File: src/sv/fpds_pkg.sv
// ----------------------------------------------------------------------------
// fpds_pkg: shared definitions for the fixed-point square root
// Field widths, parameter defaults, sequencer states and the control and
// status groups passed between the top level and the iteration core.
// ----------------------------------------------------------------------------
`default_nettype none

package fpds_pkg;

  localparam int FPDS_RAD_W     = 32;
  localparam int FPDS_ROOT_W    = 32;
  localparam int FPDS_FRAC_BITS = 16;
  localparam int FPDS_IN_BITS   = 32;

  typedef enum logic {
    SQ_IDLE,
    SQ_RUN
  } fpds_state_t;

  typedef struct packed {
    logic start;
    logic hold;
  } fpds_ctrl_t;

  typedef struct packed {
    logic busy;
    logic done;
  } fpds_stat_t;

endpackage

`default_nettype wire

File: src/sv/fpds_rad_if.sv
// ----------------------------------------------------------------------------
// fpds_rad_if: radicand channel
// Valid/ready channel that carries one unsigned radicand per item.
// ----------------------------------------------------------------------------
`default_nettype none

interface fpds_rad_if;
  logic                           valid;
  logic                           ready;
  logic [fpds_pkg::FPDS_RAD_W-1:0] radicand;

  modport source (output valid, output radicand, input ready);
  modport sink   (input valid, input radicand, output ready);
endinterface

`default_nettype wire

File: src/sv/fpds_root_if.sv
// ----------------------------------------------------------------------------
// fpds_root_if: root channel
// Valid/ready channel that carries one fixed-point root per item.
// ----------------------------------------------------------------------------
`default_nettype none

interface fpds_root_if;
  logic                            valid;
  logic                            ready;
  logic [fpds_pkg::FPDS_ROOT_W-1:0] root;

  modport source (output valid, output root, input ready);
  modport sink   (input valid, input root, output ready);
endinterface

`default_nettype wire

File: src/sv/fpds_core.sv
// ----------------------------------------------------------------------------
// fpds_core: restoring square root iteration
// Radicand shifts out two bits a cycle, the root shifts in one bit a cycle,
// one trial subtract per cycle against the partial remainder, except while the last bit is held.
// ----------------------------------------------------------------------------
`default_nettype none

module fpds_core #(
  parameter int FRAC_BITS = fpds_pkg::FPDS_FRAC_BITS,
  parameter int IN_BITS   = fpds_pkg::FPDS_IN_BITS
) (
  input  wire logic                          clk,
  input  wire logic                          rst,
  input  wire fpds_pkg::fpds_ctrl_t          ctrl,
  input  wire logic [fpds_pkg::FPDS_RAD_W-1:0] radicand,
  output fpds_pkg::fpds_stat_t               stat,
  output logic [(IN_BITS+1)/2+FRAC_BITS-1:0] root_raw
);

  localparam int IN_PAIRS = (IN_BITS + 1) / 2;
  localparam int PAIRS    = IN_PAIRS + FRAC_BITS;
  localparam int RS_W     = 2 * IN_PAIRS;
  localparam int REM_W    = PAIRS + 3;
  localparam int CNT_W    = (PAIRS > 1) ? $clog2(PAIRS) : 1;

  fpds_pkg::fpds_state_t state, state_next;

  logic [RS_W-1:0]  rad_sh, rad_sh_next;
  logic [REM_W-1:0] rem, rem_next;
  logic [PAIRS-1:0] q, q_next;
  logic [CNT_W-1:0] cnt, cnt_next;
  logic             done, done_next;

  logic [REM_W-1:0] rem_sh;
  logic [REM_W-1:0] trial;
  logic [REM_W:0]   diff;
  logic             fits;
  logic             last;
  logic             step;

  // one recurrence step
  always_comb begin
    rem_sh = {rem[REM_W-3:0], rad_sh[RS_W-1 -: 2]};
    trial  = REM_W'({q, 2'b01});
    diff   = {1'b0, rem_sh} - {1'b0, trial};
    fits   = ~diff[REM_W];
    last   = (cnt == '0);
    // last bit waits while the output slot is still occupied
    step   = ~(last & ctrl.hold);
  end

  always_ff @(posedge clk) begin
    if (rst) begin
      state <= fpds_pkg::SQ_IDLE;
      done  <= 1'b0;
    end else begin
      state <= state_next;
      done  <= done_next;
    end
  end

  always_ff @(posedge clk) begin
    rad_sh <= rad_sh_next;
    rem    <= rem_next;
    q      <= q_next;
    cnt    <= cnt_next;
  end

  always_comb begin
    state_next  = state;
    done_next   = 1'b0;
    rad_sh_next = rad_sh;
    rem_next    = rem;
    q_next      = q;
    cnt_next    = cnt;
    unique case (state)
      fpds_pkg::SQ_IDLE: begin
        if (ctrl.start) begin
          rad_sh_next = RS_W'(radicand[IN_BITS-1:0]);
          rem_next    = '0;
          q_next      = '0;
          cnt_next    = CNT_W'(PAIRS - 1);
          state_next  = fpds_pkg::SQ_RUN;
        end
      end
      fpds_pkg::SQ_RUN: begin
        if (step) begin
          rad_sh_next = rad_sh << 2;
          rem_next    = fits ? diff[REM_W-1:0] : rem_sh;
          q_next      = PAIRS'({q, fits});
          cnt_next    = cnt - CNT_W'(1);
          if (last) begin
            done_next  = 1'b1;
            state_next = fpds_pkg::SQ_IDLE;
          end
        end
      end
      default: state_next = fpds_pkg::SQ_IDLE;
    endcase
  end

  assign stat.busy = (state != fpds_pkg::SQ_IDLE);
  assign stat.done = done;
  assign root_raw  = q;

  a_done_after_run : assert property (@(posedge clk) disable iff (rst)
    done |-> $past(state) == fpds_pkg::SQ_RUN)
    else $error("root finished without a run");

  a_start_idle : assert property (@(posedge clk) disable iff (rst)
    ctrl.start |-> state == fpds_pkg::SQ_IDLE)
    else $error("start while an item is in progress");

  a_rem_bound : assert property (@(posedge clk) disable iff (rst)
    state == fpds_pkg::SQ_RUN |-> rem <= REM_W'({q, 1'b0}))
    else $error("partial remainder exceeds twice the root");

  a_hold_last : assert property (@(posedge clk) disable iff (rst)
    (state == fpds_pkg::SQ_RUN && cnt == '0 && ctrl.hold) |=>
      (state == fpds_pkg::SQ_RUN && !done))
    else $error("last bit completed while the output slot was full");

endmodule

`default_nettype wire

File: src/sv/fixed_point_digit_sqrt_top.sv
// ----------------------------------------------------------------------------
// fixed_point_digit_sqrt_top: truncated fixed-point square root
// Restoring bit-by-bit square root of an unsigned integer with FRAC_BITS
// fraction bits in the result, saturated to the 32-bit root field.
// ----------------------------------------------------------------------------
// One item at a time. An accepted radicand (low IN_BITS bits used) runs
// (IN_BITS+1)/2 + FRAC_BITS iterations in the core, one root bit per cycle
// (unless the last bit is held), set by the single shared trial subtractor;
// the root is loaded into the output register when the core flags done, and
// a radicand is taken only while the core is idle. The output register lets
// the next item start while a root waits; if it is still waiting when the
// next root's last bit is due, the core holds on that bit. Zero gives zero.
`default_nettype none

module fixed_point_digit_sqrt_top #(
  parameter int FRAC_BITS = fpds_pkg::FPDS_FRAC_BITS,
  parameter int IN_BITS   = fpds_pkg::FPDS_IN_BITS
) (
  input wire logic clk,
  input wire logic rst,
  fpds_rad_if.sink    operand,
  fpds_root_if.source result
);

  localparam int PAIRS  = (IN_BITS + 1) / 2 + FRAC_BITS;
  localparam int ROOT_W = fpds_pkg::FPDS_ROOT_W;
  localparam int EXT_W  = (PAIRS > ROOT_W) ? PAIRS : ROOT_W + 1;

  fpds_pkg::fpds_ctrl_t ctrl;
  fpds_pkg::fpds_stat_t stat;

  logic [PAIRS-1:0]  root_raw;
  logic [EXT_W-1:0]  root_ext;
  logic              sat;
  logic [ROOT_W-1:0] root_sat;

  logic              out_valid;
  logic [ROOT_W-1:0] out_root;

  assign operand.ready = ~stat.busy;
  assign ctrl.start    = operand.valid & ~stat.busy;
  assign ctrl.hold     = out_valid & ~result.ready;

  fpds_core #(
    .FRAC_BITS (FRAC_BITS),
    .IN_BITS   (IN_BITS)
  ) u_core (
    .clk      (clk),
    .rst      (rst),
    .ctrl     (ctrl),
    .radicand (operand.radicand),
    .stat     (stat),
    .root_raw (root_raw)
  );

  // saturate roots that overflow the field
  always_comb begin
    root_ext = EXT_W'(root_raw);
    sat      = ((root_ext >> ROOT_W) != '0);
    root_sat = sat ? '1 : root_ext[ROOT_W-1:0];
  end

  always_ff @(posedge clk) begin
    if (rst) begin
      out_valid <= 1'b0;
    end else if (stat.done) begin
      out_valid <= 1'b1;
    end else if (result.ready) begin
      out_valid <= 1'b0;
    end
  end

  always_ff @(posedge clk) begin
    if (stat.done) begin
      out_root <= root_sat;
    end
  end

  assign result.valid = out_valid;
  assign result.root  = out_root;

endmodule

`default_nettype wire
File: src/flat_wrapper.sv
// flat-port wrapper written by rule: the top's interface ports become plain ports
module fixed_point_digit_sqrt_top_flat 
#(
  parameter int FRAC_BITS = fpds_pkg::FPDS_FRAC_BITS,
  parameter int IN_BITS   = fpds_pkg::FPDS_IN_BITS
)
  (clk, rst, operand_valid, operand_radicand, operand_ready, result_valid, result_root, result_ready);
  fpds_rad_if operand_i ();
  fpds_root_if result_i ();
  input wire logic clk;
  input wire logic rst;
  input wire logic [$bits(operand_i.valid)-1:0] operand_valid;
  input wire logic [$bits(operand_i.radicand)-1:0] operand_radicand;
  output wire logic [$bits(operand_i.ready)-1:0] operand_ready;
  output wire logic [$bits(result_i.valid)-1:0] result_valid;
  output wire logic [$bits(result_i.root)-1:0] result_root;
  input wire logic [$bits(result_i.ready)-1:0] result_ready;
  assign operand_i.valid = operand_valid;
  assign operand_i.radicand = operand_radicand;
  assign operand_ready = operand_i.ready;
  assign result_valid = result_i.valid;
  assign result_root = result_i.root;
  assign result_i.ready = result_ready;
  fixed_point_digit_sqrt_top #(.FRAC_BITS(FRAC_BITS), .IN_BITS(IN_BITS)) u_core (.clk(clk), .rst(rst), .operand(operand_i), .result(result_i));
endmodule
File: config.mk
export PLATFORM = sky130hd
export DESIGN_NAME = fixed_point_digit_sqrt_top_flat
export DESIGN_NICKNAME = d
export VERILOG_FILES = /design/src/sv/fpds_pkg.sv /design/src/sv/fpds_rad_if.sv /design/src/sv/fpds_root_if.sv /design/src/sv/fpds_core.sv /design/src/sv/fixed_point_digit_sqrt_top.sv /design/src/flat_wrapper.sv
export SDC_FILE = /design/constraint.sdc
export NUM_CORES = 1
export LEC_CHECK = 0
export BUFFER_PORTS_ARGS = -buffer_cell sky130_fd_sc_hd__buf_2
export CORE_MARGIN = 4
export CORE_UTILIZATION = 25
export CTS_CLUSTER_DIAMETER = 50
export CTS_CLUSTER_SIZE = 28
export DETAILED_ROUTE_END_ITERATION = 7
export MAX_ROUTING_LAYER = met4
export PLACE_DENSITY = 0.48
export SYNTH_ARGS = -nofsm -noshare
export SYNTH_HDL_FRONTEND = slang
export SYNTH_SLANG_ARGS = --single-unit
File: constraint.sdc
create_clock -name clk -period 19.3 [get_ports clk]
set_clock_uncertainty 0.05 [all_clocks]
set_input_delay 3.86 -clock clk [delete_from_list [all_inputs] [get_ports clk]]
set_output_delay 3.86 -clock clk [all_outputs]
set_load 0.1 [all_outputs]
==> reports/qor.txt <==
WL/cell = 14.1 µm
FFs w/ async S/R, synth = 0%
Worst Tran Pin Value = 0.980 ns
status = complete, no violations
Pre-antenna DRT Iters = 5
total track usage = 10.1%
Max Cap Viol = 0
Syn Nets = 638
Setup CP Type = in -> reg
via density per instance = 4.29
Cell Area, Synth = 0.00696 mm²
# fillers = 2852
Clock Latency Late Sink = 0.43 ns
Resized Gates After CTS = 0
reg2reg start = u_core.u_core.rem[9]
Setup crit end kind = flip-flop
final hold slack = 0.396 ns
RR Endpoint = u_core.u_core.rem[29]
I/O pin total = 70
number of flops mapped to enable cells by yosys = 134
Worst Hold End = u_core.result.root[18]
DRC marker count from the first detailed-route iteration = 244
Slew Limit Headroom = 34.7%
Final Util = 30.7%
Fin. Hold Viols = 0
clock sinks = 137
Seq cells post-synth = 137
drt total wl = 14.5 mm
Horiz. Die Dim = 175 µm
Core ar. = 0.0272 mm²
H-tree depth = 4
minimum clock period = 5.72 ns
Non-Filler Cell Area, Final = 0.00835 mm²
CTS Buffer Depth = 2
routing usage on met1 = 13.4%
number of CTS-inserted buffers = 17
half-perimeter wire length after placement = 9.79 mm
sequential cell area = 0.00409 mm²
Initial Util = 25.6%
Worst Reg2Reg Path Length in Cells = 11
period utilisation layout = 29.6%
power density over cell area = 135 mW/mm²
post-synthesis cell type count = 49
die area = 0.0306 mm²
crit path max fanout = 73
HP Start = u_core.u_core.root_raw[18]
DRC = 0
Pleak = 0.00327 µW
Hold Crit Depth = 0
Mapped Cells = 568
area of the multi-input gates = 0.00264 mm²
sequential share of the synthesized area = 58.7%
Post-CTS Hold Buffers = 0
largest net degree at the start of global routing = 74
area grow syn2layout = 20.0%
Setup TNS Final = 0 ns
Slew Viols, Final = 0
post-route ant nets = 0
Avg Cell Area, Syn = 12.2 µm²
final worst slack = 13.58 ns
Yosys Warn Count = 0
fmax = 0.175 GHz
initial antenna violation count = 2
clock-pin slew of the registers on the worst-case setup and hold paths = 0.06 ns
startpoint types = input pin
DR vias = 4419
worst endpoint data arrival time = 5.71 ns
chip height = 175 µm
placed instance area = 0.00774 mm²
global-route wire length before repair = 24.1 mm
GR peak layer = met2
met3 Usage GRT = 3.27%
routability congestion estimate = 0.770
fraction of layout cells with a size suffix above 1 = 21.6%
worst min-delay path class = reg -> reg
Synth Flop Type = edfxtp_1
post-place setup slack = 13.07 ns
vias in the first global route = 4611
Post CTS Setup Buffer Count = 0
Final nets = 713
R2R Setup Slk = 15.59 ns
peak supply drop = 0.0000488 V
clk root buf = clkbuf_16
# rows = 60
RSZ-0062 raised after global routing = no
gr ovfl total = 0
CTS tree = built
IO buf count = 69
Worst Path Required = 19.29 ns
setup violators final = 0
met2 Track Usage GR = 15.0%
## worst max path at each step
stage,from,endpoint,cells after the start
6_report,result_ready,u_core.u_core.rem[14],4
4_1_cts,result_ready,u_core.u_core.rad_sh[5],4
5_1_grt,operand_valid,u_core.u_core.rad_sh[6],4
3_5_place_dp,result_ready,u_core.u_core.root_raw[6],4
3_3_place_gp,result_ready,u_core.u_core.root_raw[7],4
2_1_floorplan,result_ready,u_core.u_core.cnt[0],2
## flip-flops by register name, indices dropped and copies added (netlist names)
name,count
u_core.u_core.rem,33
u_core.u_core.root_raw,32
u_core.u_core.cnt,5
u_core.u_core.done,1
u_core.result.root,32
u_core.u_core.state,1
u_core.u_core.rad_sh,32
u_core.result.valid,1
## through the flow
step                      power, µW  std cells
after floorplan                 720        568
after global placement          799        996
after detailed placement        800        996
after CTS                      1140       1028
after global routing           1200       1030
final                          1130       1030
## final cells by class
class	instances	area share [%]
clock buffers	17	5.10
flip-flops and latches	137	49.0
repair buffers	73	4.50
inverters	46	2.07
multi-input cells	368	31.7
diodes	2	0.0600
well taps	372	5.58
clock inverters	15	2.08
## worst max-delay path: stages
cell and delay [ns]:
buf_2 0.07, nor2b_1 0.07, a21oi_4 0.75, buf_4 0.86
## Yosys cell counts (2+ instances only)
| master | number | area share, % |
|---|---|---|
| a31oi_1 | 5 | 0.45 |
| a211oi_1 | 8 | 0.86 |
| inv_1 | 45 | 2.4 |
| o21ai_0 | 12 | 0.86 |
| edfxtp_1 | 134 | 58 |
| buf_2 | 2 | 0.14 |
| o22ai_1 | 5 | 0.45 |
| mux2_2 | 30 | 4.9 |
| o31a_1 | 2 | 0.25 |
| a31o_1 | 2 | 0.25 |
| nor3b_1 | 3 | 0.32 |
| nor2b_1 | 9 | 0.81 |
| nand3_1 | 6 | 0.43 |
| mux2i_1 | 22 | 3.2 |
| ha_1 | 34 | 6.1 |
| or3_1 | 2 | 0.18 |
| nand2_1 | 23 | 1.2 |
| xor2_1 | 7 | 0.88 |
| o211ai_1 | 5 | 0.54 |
| and3_1 | 6 | 0.54 |
| clkbuf_1 | 13 | 0.70 |
| o21a_1 | 4 | 0.43 |
| dfxtp_1 | 3 | 0.86 |
| buf_4 | 2 | 0.22 |
| a21o_1 | 15 | 1.6 |
| a21oi_1 | 31 | 2.2 |
| nand4_1 | 4 | 0.36 |
| o21bai_1 | 5 | 0.54 |
| xnor2_1 | 22 | 2.8 |
| o21ai_1 | 3 | 0.22 |
| and4_1 | 2 | 0.25 |
| nor2_1 | 78 | 4.2 |
| nor3_1 | 8 | 0.58 |
## kinds of logic after synthesis
logic type	synth area share, %
DFF	58.7
and+or+nand+nor	9.50
adders and majority gates	6.12
AOI/OAI and AO/OA	10.5
xor gates and xnor gates	3.65
muxes	8.02
buffers and inverters	3.54
## where the power goes
group | leakage, µW | switching, µW | internal (µW)
clock | 0.000285 | 135 | 203
combinational | 0.00161 | 223 | 172
sequential | 0.00138 | 19.1 | 376
total | 0.00327 | 377 | 751
## routing by layer
| layer | wire length, µm | share of wire (%) |
|---|---|---|
| met3 | 763 | 5.2 |
| met4 | 117 | 0.80 |
| met5 | 0 | 0 |
| met1 | 7170 | 49 |
| met2 | 6500 | 45 |
## cells in the final DEF (no fill, tap or decap), types with 5 or more instances in the layout
master / n
inv_1: 45
o22ai_1: 5
xor2_1: 7
nand2_1: 23
nor3_1: 8
ha_1: 34
a31oi_1: 5
a21o_1: 15
nor2b_1: 9
mux2i_1: 22
nand3_1: 6
xnor2_1: 22
buf_2: 69
clkbuf_16: 17
edfxtp_1: 134
a21oi_1: 30
o21ai_0: 12
a211oi_1: 8
o211ai_1: 5
nor2_1: 78
and3_1: 6
mux2_2: 30
o21bai_1: 5
Power figures use the tool's default switching activity.
